## src/hw/rtl/configurable_crc_stream_engine_macros.svh

```systemverilog
// Assertion macros shared by the CRC stream engine RTL.
// Depends on nothing; users must have aclk and aresetn in scope.
`ifndef CONFIGURABLE_CRC_STREAM_ENGINE_MACROS_SVH
`define CONFIGURABLE_CRC_STREAM_ENGINE_MACROS_SVH

// Check a property on every clock edge outside reset.
`define CCSE_ASSERT(label, prop, msg) \
    label: assert property (@(posedge aclk) disable iff (!aresetn) prop) else $error(msg);

// Check a property on every clock edge, reset included.
`define CCSE_ASSERT_ALWAYS(label, prop, msg) \
    label: assert property (@(posedge aclk) prop) else $error(msg);

`endif

```

## src/hw/rtl/ccse_pkg.sv

```systemverilog
// Package for the CRC stream engine: widths, register indexes, reset values.
// Holds the 64-bit reversal function. Depends on nothing.
package ccse_pkg;

    localparam int CRC_W         = 64;
    localparam int MAX_CRC_WIDTH = 64;
    localparam int CW_W          = 7;
    localparam int SH_W          = 6;
    localparam int LEN_W         = 4;
    localparam int BYTE_W        = 8;
    localparam int CFG_IDX_W     = 3;

    typedef enum logic [CFG_IDX_W-1:0] {
        CFG_CRC_WIDTH      = 3'd0,
        CFG_POLYNOMIAL     = 3'd1,
        CFG_INITIAL_VALUE  = 3'd2,
        CFG_REFLECT_INPUT  = 3'd3,
        CFG_REFLECT_OUTPUT = 3'd4,
        CFG_FINAL_XOR      = 3'd5
    } cfg_index_t;

    localparam logic [CW_W-1:0]   RST_CRC_WIDTH  = 7'd32;
    localparam logic [CRC_W-1:0]  RST_POLYNOMIAL = 64'h0000_0000_04C1_1DB7;
    localparam logic [CRC_W-1:0]  RST_INIT       = 64'h0000_0000_FFFF_FFFF;
    localparam logic [CRC_W-1:0]  RST_FINAL_XOR  = 64'h0000_0000_FFFF_FFFF;
    localparam logic [LEN_W-1:0]  MAX_BITS       = 4'd8;

    function automatic logic [CRC_W-1:0] rev64(input logic [CRC_W-1:0] x);
        logic [CRC_W-1:0] r;
        for (int i = 0; i < CRC_W; i++) begin
            r[i] = x[CRC_W-1-i];
        end
        return r;
    endfunction

endpackage

```

## src/hw/rtl/configurable_crc_stream_engine.sv

```systemverilog
// Top level of the programmable CRC stream engine (width 1 to 64).
// Depends on ccse_pkg and configurable_crc_stream_engine_macros.svh.
// Usage:
//   s_* channel: one message byte per request with 1 to 8 valid bits
//   (low bits when input is reflected, high bits otherwise), plus first,
//   resume/start_value and last flags. first restarts the running CRC from
//   initial_value, or with resume from a finished CRC given in start_value.
//   m_* channel: one request carrying the finished CRC for every byte that
//   has last set; bytes without last produce nothing.
//   cfg_* channel: register writes, index per the register list; write only
//   while no request is in flight.
// Datapath: input register, logic (load, eight unrolled XOR-shift steps,
//   finish), result register; a last byte's CRC enters it once the slot is free.
//   One byte per cycle unless s_ready drops; the eight steps set the clock.
// Configuration: derived values (aligned polynomial, shift, mask) are
//   registered, so s_ready drops in the write cycle and the cycle after it,
//   and in the first cycle after reset.
// Reset: registers return to CRC-32 defaults, the working CRC clears to zero,
//   both valids drop. While m_* stalls, bytes without last keep flowing; a
//   last byte holds in the input register and blocks s_ready until the result is taken.
`include "configurable_crc_stream_engine_macros.svh"

module configurable_crc_stream_engine (
    input  logic                          aclk,
    input  logic                          aresetn,
    // configuration write channel
    input  logic                          cfg_valid,
    output logic                          cfg_ready,
    input  logic [ccse_pkg::CFG_IDX_W-1:0] cfg_index,
    input  logic [ccse_pkg::CRC_W-1:0]    cfg_data,
    // input byte channel
    input  logic                          s_valid,
    output logic                          s_ready,
    input  logic [ccse_pkg::BYTE_W-1:0]   s_data_byte,
    input  logic [ccse_pkg::LEN_W-1:0]    s_bit_count,
    input  logic                          s_first,
    input  logic                          s_resume,
    input  logic [ccse_pkg::CRC_W-1:0]    s_start_value,
    input  logic                          s_last,
    // result channel
    output logic                          m_valid,
    input  logic                          m_ready,
    output logic [ccse_pkg::CRC_W-1:0]    m_crc_value
);
    import ccse_pkg::*;

    // Programmer-visible registers.
    logic [CW_W-1:0]  crc_width_reg;
    logic [CRC_W-1:0] polynomial_reg;
    logic [CRC_W-1:0] initial_value_reg;
    logic             reflect_input_reg;
    logic             reflect_output_reg;
    logic [CRC_W-1:0] final_xor_reg;

    // Derived configuration, registered from the programmer-visible registers.
    logic [SH_W-1:0]  shift_reg;
    logic [CRC_W-1:0] mask_reg;
    logic [CRC_W-1:0] poly_al_reg;
    logic [CRC_W-1:0] fresh_al_reg;
    logic [CRC_W-1:0] fxor_reg;
    logic             refl_reg;
    logic             diff_reg;
    logic             cfg_pend_reg;

    logic [CW_W-1:0]  width_eff;
    logic [SH_W-1:0]  shift_next;
    logic [CRC_W-1:0] mask_next;
    logic [CRC_W-1:0] poly_al_next;
    logic [CRC_W-1:0] fresh_al_next;

    // Input register.
    logic             in_valid_reg;
    logic [BYTE_W-1:0] in_byte_reg;
    logic [LEN_W-1:0] in_len_reg;
    logic             in_first_reg;
    logic             in_last_reg;
    logic [CRC_W-1:0] in_load_reg;

    logic [LEN_W-1:0] len_sat;
    logic [BYTE_W-1:0] byte_masked;
    logic [CRC_W-1:0] resume_masked;
    logic [CRC_W-1:0] resume_al;
    logic [CRC_W-1:0] load_next;

    // Working CRC and result register.
    logic [CRC_W-1:0] crc_reg;
    logic [CRC_W-1:0] crc_next;
    logic [CRC_W-1:0] crc_fin;
    logic             m_valid_reg;
    logic [CRC_W-1:0] m_crc_value_reg;

    logic out_free;
    logic advance;
    logic s_take;

    // ------------------------------------------------------------------
    // Configuration write port: always ready, indexes past the list drop.
    // ------------------------------------------------------------------
    assign cfg_ready = 1'b1;

    always_ff @(posedge aclk) begin
        if (!aresetn) begin
            crc_width_reg      <= RST_CRC_WIDTH;
            polynomial_reg     <= RST_POLYNOMIAL;
            initial_value_reg  <= RST_INIT;
            reflect_input_reg  <= 1'b1;
            reflect_output_reg <= 1'b1;
            final_xor_reg      <= RST_FINAL_XOR;
        end else if (cfg_valid && cfg_ready) begin
            case (cfg_index)
                CFG_CRC_WIDTH:      crc_width_reg      <= cfg_data[CW_W-1:0];
                CFG_POLYNOMIAL:     polynomial_reg     <= cfg_data;
                CFG_INITIAL_VALUE:  initial_value_reg  <= cfg_data;
                CFG_REFLECT_INPUT:  reflect_input_reg  <= cfg_data[0];
                CFG_REFLECT_OUTPUT: reflect_output_reg <= cfg_data[0];
                CFG_FINAL_XOR:      final_xor_reg      <= cfg_data;
                default: ;
            endcase
        end
    end

    // ------------------------------------------------------------------
    // Derived configuration. Clamp the width to 1..MAX_CRC_WIDTH, then
    // align polynomial and init to the low bits (reflected) or the top bits.
    // ------------------------------------------------------------------
    always_comb begin
        if (crc_width_reg == '0) begin
            width_eff = CW_W'(1);
        end else if (crc_width_reg > CW_W'(MAX_CRC_WIDTH)) begin
            width_eff = CW_W'(MAX_CRC_WIDTH);
        end else begin
            width_eff = crc_width_reg;
        end
        shift_next = SH_W'(CW_W'(CRC_W) - width_eff);
        mask_next  = {CRC_W{1'b1}} >> shift_next;
        if (reflect_input_reg) begin
            poly_al_next  = rev64(polynomial_reg) >> shift_next;
            fresh_al_next = rev64(initial_value_reg) >> shift_next;
        end else begin
            poly_al_next  = (polynomial_reg & mask_next) << shift_next;
            fresh_al_next = (initial_value_reg & mask_next) << shift_next;
        end
    end

    always_ff @(posedge aclk) begin
        shift_reg    <= shift_next;
        mask_reg     <= mask_next;
        poly_al_reg  <= poly_al_next;
        fresh_al_reg <= fresh_al_next;
        fxor_reg     <= final_xor_reg & mask_next;
        refl_reg     <= reflect_input_reg;
        diff_reg     <= reflect_input_reg ^ reflect_output_reg;
    end

    // Hold off input while derived values catch up with a write.
    always_ff @(posedge aclk) begin
        if (!aresetn) begin
            cfg_pend_reg <= 1'b1;
        end else begin
            cfg_pend_reg <= cfg_valid && cfg_ready;
        end
    end

    // ------------------------------------------------------------------
    // Handshake. A last byte advances only when the result slot is free.
    // ------------------------------------------------------------------
    assign out_free = !m_valid_reg || m_ready;
    assign advance  = in_valid_reg && (!in_last_reg || out_free);
    assign s_ready  = !cfg_pend_reg && !cfg_valid && (!in_valid_reg || advance);
    assign s_take   = s_valid && s_ready;

    // ------------------------------------------------------------------
    // Input side: saturate bit count, trim the byte, prepare the load value.
    // ------------------------------------------------------------------
    always_comb begin
        len_sat = (s_bit_count > MAX_BITS) ? MAX_BITS : s_bit_count;
        if (refl_reg) begin
            byte_masked = s_data_byte & (8'hff >> (MAX_BITS - len_sat));
        end else begin
            byte_masked = s_data_byte & (8'hff << (MAX_BITS - len_sat));
        end
        // Undo the final XOR and output reflection of a resumed CRC.
        resume_masked = (s_start_value & mask_reg) ^ fxor_reg;
        if (refl_reg) begin
            resume_al = diff_reg ? (rev64(resume_masked) >> shift_reg) : resume_masked;
        end else begin
            resume_al = diff_reg ? rev64(resume_masked) : (resume_masked << shift_reg);
        end
        load_next = s_resume ? resume_al : fresh_al_reg;
    end

    always_ff @(posedge aclk) begin
        if (!aresetn) begin
            in_valid_reg <= 1'b0;
        end else if (s_take) begin
            in_valid_reg <= 1'b1;
        end else if (advance) begin
            in_valid_reg <= 1'b0;
        end
    end

    always_ff @(posedge aclk) begin
        if (s_take) begin
            in_byte_reg  <= byte_masked;
            in_len_reg   <= len_sat;
            in_first_reg <= s_first;
            in_last_reg  <= s_last;
            in_load_reg  <= load_next;
        end
    end

    // ------------------------------------------------------------------
    // Absorb up to eight bits, then finish for the result.
    // ------------------------------------------------------------------
    always_comb begin
        crc_next = in_first_reg ? in_load_reg : crc_reg;
        if (refl_reg) begin
            crc_next = crc_next ^ {{(CRC_W-BYTE_W){1'b0}}, in_byte_reg};
            for (int i = 0; i < BYTE_W; i++) begin
                if (LEN_W'(i) < in_len_reg) begin
                    crc_next = (crc_next >> 1) ^ (crc_next[0] ? poly_al_reg : '0);
                end
            end
        end else begin
            crc_next = crc_next ^ {in_byte_reg, {(CRC_W-BYTE_W){1'b0}}};
            for (int i = 0; i < BYTE_W; i++) begin
                if (LEN_W'(i) < in_len_reg) begin
                    crc_next = (crc_next << 1) ^ (crc_next[CRC_W-1] ? poly_al_reg : '0);
                end
            end
        end
        if (refl_reg) begin
            crc_fin = diff_reg ? (rev64(crc_next) >> shift_reg) : crc_next;
        end else begin
            crc_fin = diff_reg ? rev64(crc_next) : (crc_next >> shift_reg);
        end
        crc_fin = (crc_fin ^ fxor_reg) & mask_reg;
    end

    always_ff @(posedge aclk) begin
        if (!aresetn) begin
            crc_reg <= '0;
        end else if (advance) begin
            crc_reg <= crc_next;
        end
    end

    // Result register: load on a last byte, drop once taken.
    always_ff @(posedge aclk) begin
        if (!aresetn) begin
            m_valid_reg <= 1'b0;
        end else if (advance && in_last_reg) begin
            m_valid_reg <= 1'b1;
        end else if (m_ready) begin
            m_valid_reg <= 1'b0;
        end
    end

    always_ff @(posedge aclk) begin
        if (advance && in_last_reg) begin
            m_crc_value_reg <= crc_fin;
        end
    end

    assign m_valid     = m_valid_reg;
    assign m_crc_value = m_crc_value_reg;

    // ------------------------------------------------------------------
    // Assertions
    // ------------------------------------------------------------------
    `CCSE_ASSERT(a_rise_from_last, $rose(m_valid_reg) |-> $past(advance && in_last_reg),
        "result appeared without a last byte")
    `CCSE_ASSERT(a_result_value,
        advance && in_last_reg |=> m_valid_reg && m_crc_value_reg == $past(crc_fin),
        "result register did not capture the finished CRC")
    `CCSE_ASSERT(a_no_take_on_cfg, cfg_pend_reg |-> !s_take,
        "byte taken while derived configuration was stale")
    `CCSE_ASSERT_ALWAYS(a_reset_clears,
        !aresetn |=> !m_valid_reg && !in_valid_reg && crc_reg == '0,
        "reset did not clear valids and working CRC")

endmodule

```

## config.mk

```make
export PLATFORM = sky130hd
export DESIGN_NAME = configurable_crc_stream_engine
export DESIGN_NICKNAME = d
export VERILOG_FILES = /design/src/hw/rtl/ccse_pkg.sv /design/src/hw/rtl/configurable_crc_stream_engine.sv
export VERILOG_INCLUDE_DIRS = /design/src /design/src/hw/rtl
export SDC_FILE = /design/constraint.sdc
export NUM_CORES = 2
export LEC_CHECK = 0
export CORE_ASPECT_RATIO = 0.7
export CORE_MARGIN = 4
export CORE_UTILIZATION = 30
export CTS_CLUSTER_DIAMETER = 30
export DETAILED_ROUTE_END_ITERATION = 10
export DONT_BUFFER_PORTS = 1
export PLACE_DENSITY = 0.46
export SLEW_MARGIN = 20
export SYNTH_ARGS = -nofsm -noshare
export SYNTH_HDL_FRONTEND = slang
export SYNTH_SLANG_ARGS = --single-unit
```

## constraint.sdc

```tcl
create_clock -name aclk -period 12.22 [get_ports aclk]
set_input_delay 2.444 -clock aclk [delete_from_list [all_inputs] [get_ports aclk]]
set_output_delay 2.444 -clock aclk [all_outputs]
set_load 0.1 [all_outputs]
```

# Yosys cells after proc, flatten, opt, wreduce, memory -nomap -nowiden
# Index checks and enable logic that the tools add are counted.
# W data, S select, Z words.
[word_totals]
mem_bits_ro = 0
ff_bits = 674
in_bits = 151
n_memories = 0
output_inout_bits = 67
ramBits = 0
elab_cells = 167
latchBits = 0
[classes]
bitwise_logic = 28
n_lt_le_gt_ge = 10
n_eq_ne = 5
n_addsub = 2
n_div = 0
multipliers = 0
reduce_logical = 23
n_shift = 11
muxes = 65
[op_table]
columns = ["op", "count"]
rows = [
  ["$mux W64", 57],
  ["$xor A64 B64 Y64", 11],
  ["$xor A63 B64 Y64", 8],
  ["$and A64 B64 Y64", 5],
  ["$shr A64 B6 Y64", 5],
  ["$shl A64 B6 Y64", 3],
  ["$shr A64 B6 Y64 const A", 1],
  ["$xor A64 B8 Y64", 1],
  ["$and A8 B8 Y8", 2],
  ["$lt A3 B4 Y1 const A", 4],
  ["$mux W6", 2],
  ["$reduce_and A2 Y1", 6],
  ["$lt A1 B4 Y1 const A", 2],
  ["$lt A2 B4 Y1 const A", 2],
  ["$mux W8", 1],
  ["$shl A8 B4 Y8 const A", 1],
  ["$shr A8 B4 Y8 const A", 1],
  ["$gt A7 B7 Y1 const B", 1],
  ["$logic_not A7 Y1", 1],
  ["$eq A3 B2 Y1 const B", 2],
  ["$eq A3 B3 Y1 const B", 2],
  ["$sub A1 B6 Y6 const A", 1],
  ["$logic_and A1 B1 Y1", 5],
  ["$logic_not A1 Y1", 5],
  ["9 further kinds", 15],
]

# Longest topological paths before layout
[depth]
depth_word = 39
depth_mapped = 32
ltp_nobuf = 26

# Worst setup path after synthesis
# OpenSTA, ideal clock, no wires.
[synth_timing]
path_kind = "in2reg"
start = "input m_ready"
end = "register in_byte_reg[0], enable pin"
required_time_ns = 11.776
cell_stages = 3
setup_time_ns = 0.444
t_arrival_ns = 6.987
path_buffers = 0
slack_ns = 4.788
cell_sequence = "nor2b_1 > a311oi_1 > and2_1"
[synth_between]
elab_chain_len = 6
[synth_rtl]
columns = ["element", "line_no", "rtl"]
rows = [
  ["start, declared", "configurable_crc_stream_engine.sv:42", "input logic m_ready,"],
  ["$logic_or A1 B1 Y1", "configurable_crc_stream_engine.sv:167", "assign out_free = !m_valid_reg || m_ready;"],
  ["$logic_or A1 B1 Y1", "configurable_crc_stream_engine.sv:168", "assign advance = in_valid_reg && (!in_last_reg || out_free);"],
  ["$logic_and A1 B1 Y1", "configurable_crc_stream_engine.sv:168", ""],
  ["$logic_or A1 B1 Y1", "configurable_crc_stream_engine.sv:169", "assign s_ready = !cfg_pend_reg && !cfg_valid && (!in_valid_reg || advance);"],
  ["$logic_and A1 B1 Y1", "configurable_crc_stream_engine.sv:169", ""],
  ["net s_ready", "configurable_crc_stream_engine.sv:33", "output logic s_ready,"],
  ["$logic_and A1 B1 Y1", "configurable_crc_stream_engine.sv:170", "assign s_take = s_valid && s_ready;"],
  ["net s_take", "configurable_crc_stream_engine.sv:94", "logic s_take;"],
  ["end signal, assigned", "configurable_crc_stream_engine.sv:204", "in_byte_reg <= byte_masked;"],
  ["end, declared", "configurable_crc_stream_engine.sv:73", "logic [BYTE_W-1:0] in_byte_reg;"],
]
# The timed path passes the listed nets, and every way through them passes these cells.
# A chain may end at the register's enable or synchronous reset.

# Final worst setup path
[layout_timing]
start = "register in_first_reg"
end = "register m_crc_value_reg[52], in the netlist m_crc_value[52], data pin"
[layout_between]
elab_chain_len = 39
word_cells_on_any_way = 73
classes_between = "shift: 2; mux: 51; bitwise: 20"
[layout_rtl]
columns = ["element", "line_no", "rtl"]
rows = [
  ["start, declared", "configurable_crc_stream_engine.sv:75", "logic in_first_reg;"],
  ["start signal, assigned", "configurable_crc_stream_engine.sv:206", "in_first_reg <= s_first;"],
  ["$mux W64 *", "configurable_crc_stream_engine.sv:216", "crc_next = in_first_reg ? in_load_reg : crc_reg;"],
  ["$xor A64 B64 Y64 or $xor A64 B8 Y64 (tied branches)", "configurable_crc_stream_engine.sv:225, configurable_crc_stream_engine.sv:218", ""],
  ["$mux W64 (on tied branches)", "configurable_crc_stream_engine.sv:228, configurable_crc_stream_engine.sv:221", ""],
  ["$xor A64 B64 Y64 or $xor A63 B64 Y64 (tied branches)", "configurable_crc_stream_engine.sv:228, configurable_crc_stream_engine.sv:221", ""],
  ["$mux W64 (on tied branches)", "configurable_crc_stream_engine.sv:227, configurable_crc_stream_engine.sv:220", ""],
  ["$mux W64", "configurable_crc_stream_engine.sv:217", "if (refl_reg) begin"],
  ["$mux W64 (on tied branches)", "configurable_crc_stream_engine.sv:228, configurable_crc_stream_engine.sv:221", ""],
  ["$xor A64 B64 Y64 or $xor A63 B64 Y64 (tied branches)", "configurable_crc_stream_engine.sv:228, configurable_crc_stream_engine.sv:221", ""],
  ["[24 not listed]", "--", ""],
  ["$mux W64 (on tied branches)", "configurable_crc_stream_engine.sv:227, configurable_crc_stream_engine.sv:220", ""],
  ["$mux W64 *", "configurable_crc_stream_engine.sv:217", ""],
  ["$shr A64 B6 Y64 (on tied branches)", "configurable_crc_stream_engine.sv:235, configurable_crc_stream_engine.sv:233", ""],
  ["$mux W64 (on tied branches)", "configurable_crc_stream_engine.sv:235, configurable_crc_stream_engine.sv:233", ""],
  ["$mux W64 *", "configurable_crc_stream_engine.sv:232", "if (refl_reg) begin"],
  ["$xor A64 B64 Y64 *", "configurable_crc_stream_engine.sv:237", "crc_fin = (crc_fin ^ fxor_reg) & mask_reg;"],
  ["$and A64 B64 Y64 *", "configurable_crc_stream_engine.sv:237", ""],
  ["net crc_fin[52]", "configurable_crc_stream_engine.sv:88", "logic [CRC_W-1:0] crc_fin;"],
  ["end signal, assigned", "configurable_crc_stream_engine.sv:261", "m_crc_value_reg <= crc_fin;"],
  ["end, declared", "configurable_crc_stream_engine.sv:90", "logic [CRC_W-1:0] m_crc_value_reg;"],
]
# Mark *: on every way through the listed nets, which the timed path passes. The rest lies on a longest branch. The select of a mux whose other input is x is not followed.

==> impl_metrics.py <==
metrics = {
    "run_status": {
        "run_status": "finished, violations left",
        "violations": "setup timing",
    },
    "sta": {
        "rsz0062_at_grt": "no",
        "slew_headroom_pct": 4.81,
        "period_needed_ns": 12.43,
        "hold_slack_ns": 0.397,
        "hold_viol_final": 0,
        "max_clock_freq_mhz": 80.4,
        "final_max_slew_viol_count": 0,
        "tns_ns": -0.247,
        "worstMarginPinSlew_ns": 1.43,
        "finalSetupViolCount": 2,
        "min_period_over_period_pct": 102,
        "worst_slack_ns": -0.213,
        "worst_clock_skew_ns": 0.0802,
    },
    "finish": {
        "nets": 11500,
        "area_growth_pct": 12.5,
        "fillerInstances": 30100,
        "drive_gt1_share_pct": 12.8,
        "final_cell_mix": "nand2_1 (1,691), mux2i_1 (1,129), nor2_1 (949)",
        "final_common_cell": "nand2_1",
        "finalInstanceArea_um2": 95600,
    },
    "worst_setup_path": {
        "r2r_start": "in_first_reg",
        "crit_path_end_kind": "flip-flop",
        "cp-start-kind": "flip-flop",
        "crit_top_cell": "buf_4",
        "arrival_ns": 13.01,
        "r2r_cells": 30,
        "slowest_delay_ns": 1.07,
        "cp_slowest_cell": "edfxtp_1",
        "reg2reg_to": "m_crc_value[52]",
        "cp-endpoint": "m_crc_value[52]",
        "cp.required_ns": 12.80,
        "worstPathMaxFanout": 101,
        "critical_path_class": "reg2reg",
        "reg2reg_slack_ns": -0.21,
        "cp-startpoint": "in_first_reg",
    },
    "drt": {
        "finalWirelength_um": 686000,
        "drt_iter0_markers": 20400,
        "wl_per_cell_um": 44.9,
        "drt.antenna.violating_nets": 0,
        "drc_errors": 0,
        "vias_per_cell": 6.94,
        "num_vias": 106000,
        "dr.pass1.iters": 9,
    },
    "yosys": {
        "synthArstFlopShare_pct": 0,
        "synth_top_area_share_pct": 13.4,
        "seq_area_frac_synth_pct": 17.5,
        "ys_warn_count": 0,
        "yosys.area.top_type": "mux2i_1",
        "synth_cell_types": 129,
        "ys_seq_elements": 673,
        "syn_inst": 11700,
        "synth_edf_count": 142,
        "synthTopCellsByArea": "mux2i_1 (13%), dfxtp_1 (13%), nand2_1 (7.5%), edfxtp_1 (5.0%), a21oi_1 (4.8%)",
        "syn-num-nets": 11900,
        "synth_flop_cell": "dfxtp_1",
        "avgSynthCellArea_um2": 7.26,
        "mappedNetlistArea_um2": 85000,
    },
    "global_route": {
        "grtUsageTotal_pct": 44.6,
        "grt_max_degree": 126,
        "antenna_found_initial": 132,
        "grt_pass1_wl_um": 895000,
        "use_met1_pct": 63.4,
        "overflow": 0,
        "grt_pass1_vias": 92800,
        "top_usage_layer": "met1",
        "met3_usage_pct": 24.4,
        "grt_use_met2_pct": 54.9,
    },
    "placement": {
        "dpl_cell_area_um2": 90700,
        "port_buffers": 0,
        "globalplace.congestion": 1.09,
        "hpwl_um": 536000,
    },
    "clock_network": {
        "clock_path_buffers": 4,
        "cts-root-buf": "clkbuf_16",
        "htreeDepth": 4,
        "clkTransAtPathRegs_ns": 0.06,
        "cts_sinks": 673,
        "cts_tree": "done",
        "postCtsSetupRepairBufs": 0,
        "ctsResizeCount": 0,
        "clock_latency_ns": 0.85,
        "cts_buffers": 146,
        "postCtsHoldBufs": 0,
    },
    "hold_path": {
        "hp-class": "reg2reg",
    },
    "power": {
        "finalPower_uw": 20100,
        "peakVddDrop_mv": 0.156,
        "power_density_nw_per_um2": 210,
        "p_leak_uw": 0.0370,
    },
    "floorplanning": {
        "row_count": 163,
        "initial_core_util_pct": 30.2,
        "core_area_um2": 282000,
        "die_y_um": 453,
        "die_area_um2": 292000,
        "io_pins": 218,
        "die_w_um": 644,
    },
    "run": {
        "maxCapViolCount": 0,
    },
}
-- metrics by stage --
| step | utilization (%) | worst slack [ns] | std cells |
|---|---|---|---|
| floorplan | - | 4.79 | 11700 |
| global placement | 32.1 | 0.447 | 14900 |
| detailed placement | 32.2 | 0.557 | 14900 |
| CTS | 33.8 | 0.573 | 15200 |
| global route | 33.9 | 0.0715 | 15200 |
| finish | 33.9 | -0.213 | 15300 |
-- how the worst min path moves through the flow --
stage,from,to,slack (ns),cells past startpoint
CTS,final_xor_reg[0],fxor_reg[0],0.38,0
global route,final_xor_reg[0],fxor_reg[0],0.39,0
global placement,final_xor_reg[0],fxor_reg[0],0.34,0
floorplan,reflect_input_reg,refl_reg,0.33,0
finish,final_xor_reg[0],fxor_reg[0],0.40,0
detailed placement,final_xor_reg[0],fxor_reg[0],0.35,0
-- per-layer routing --
layer	vias up	part of all wire (%)	routed length (um)
li1	42500	-	-
met1	53200	44	300000
met2	8964	35	241000
met3	1308	17	117000
met4	104	4.2	28500
met5	-	0.10	714
-- worst max-delay path: cells and delay by family (launching register included) --
family	cells	cell delay (ns)
muxes	3	0.97
buffers and inverters	7	2.33
xor gates and xnor gates	5	1.16
DFF	1	1.07
AOI/OAI and AO/OA	10	4.82
and+or+nand+nor	5	1.68
-- cells by family (layout without fill, tap and decap cells) --
group / Yosys count / in the layout / synth area share, %
AO/OA/AOI/OAI: 3303 / 3303 / 26.4
XOR/XNOR: 708 / 708 / 7.36
adder cells (fa/ha/maj): 7 / 7 / 0.103
buffers and inverters: 1268 / 973 / 5.92
flip-flops: 673 / 673 / 17.5
multiplexers: 1448 / 1448 / 19.6
other: 1 / 72 / 0.00441
AND/OR/NAND/NOR: 4298 / 4298 / 23.2
-- where the power goes --
part	switching [uW]	total, uW	internal (uW)
logic	9740	13500	3730
registers	230	2710	2480
clock network	1470	3940	2470
total	11400	20100	8680
-- layout make-up --
| type | count | area [um^2] | area share (%) |
|---|---|---|---|
| multi-input combinational | 9765 | 65800 | 68.8 |
| sequential | 673 | 14900 | 15.6 |
| tap | 3795 | 4750 | 4.96 |
| timing repair buffer | 599 | 4740 | 4.95 |
| clock buffer | 173 | 3860 | 4.03 |
| clock inverter | 84 | 886 | 0.926 |
| inverter | 117 | 489 | 0.511 |
| antenna | 71 | 178 | 0.186 |
-- cell usage after synthesis (142+ instances only) --
library cell  number
a211oi_1         302
a21oi_1          815
and2_1           167
and3_1           144
buf_1            184
clkbuf_1         849
dfxtp_1          531
edfxtp_1         142
mux2_2           155
mux2i_1         1136
mux4_2           150
nand2_1         1702
nand2b_1         168
nand3_1          499
nor2_1           982
nor3_1           211
o211ai_1         204
o21ai_0          634
xnor2_1          416
xor2_1           287
Note: power is estimated with default switching activity, not from simulation.
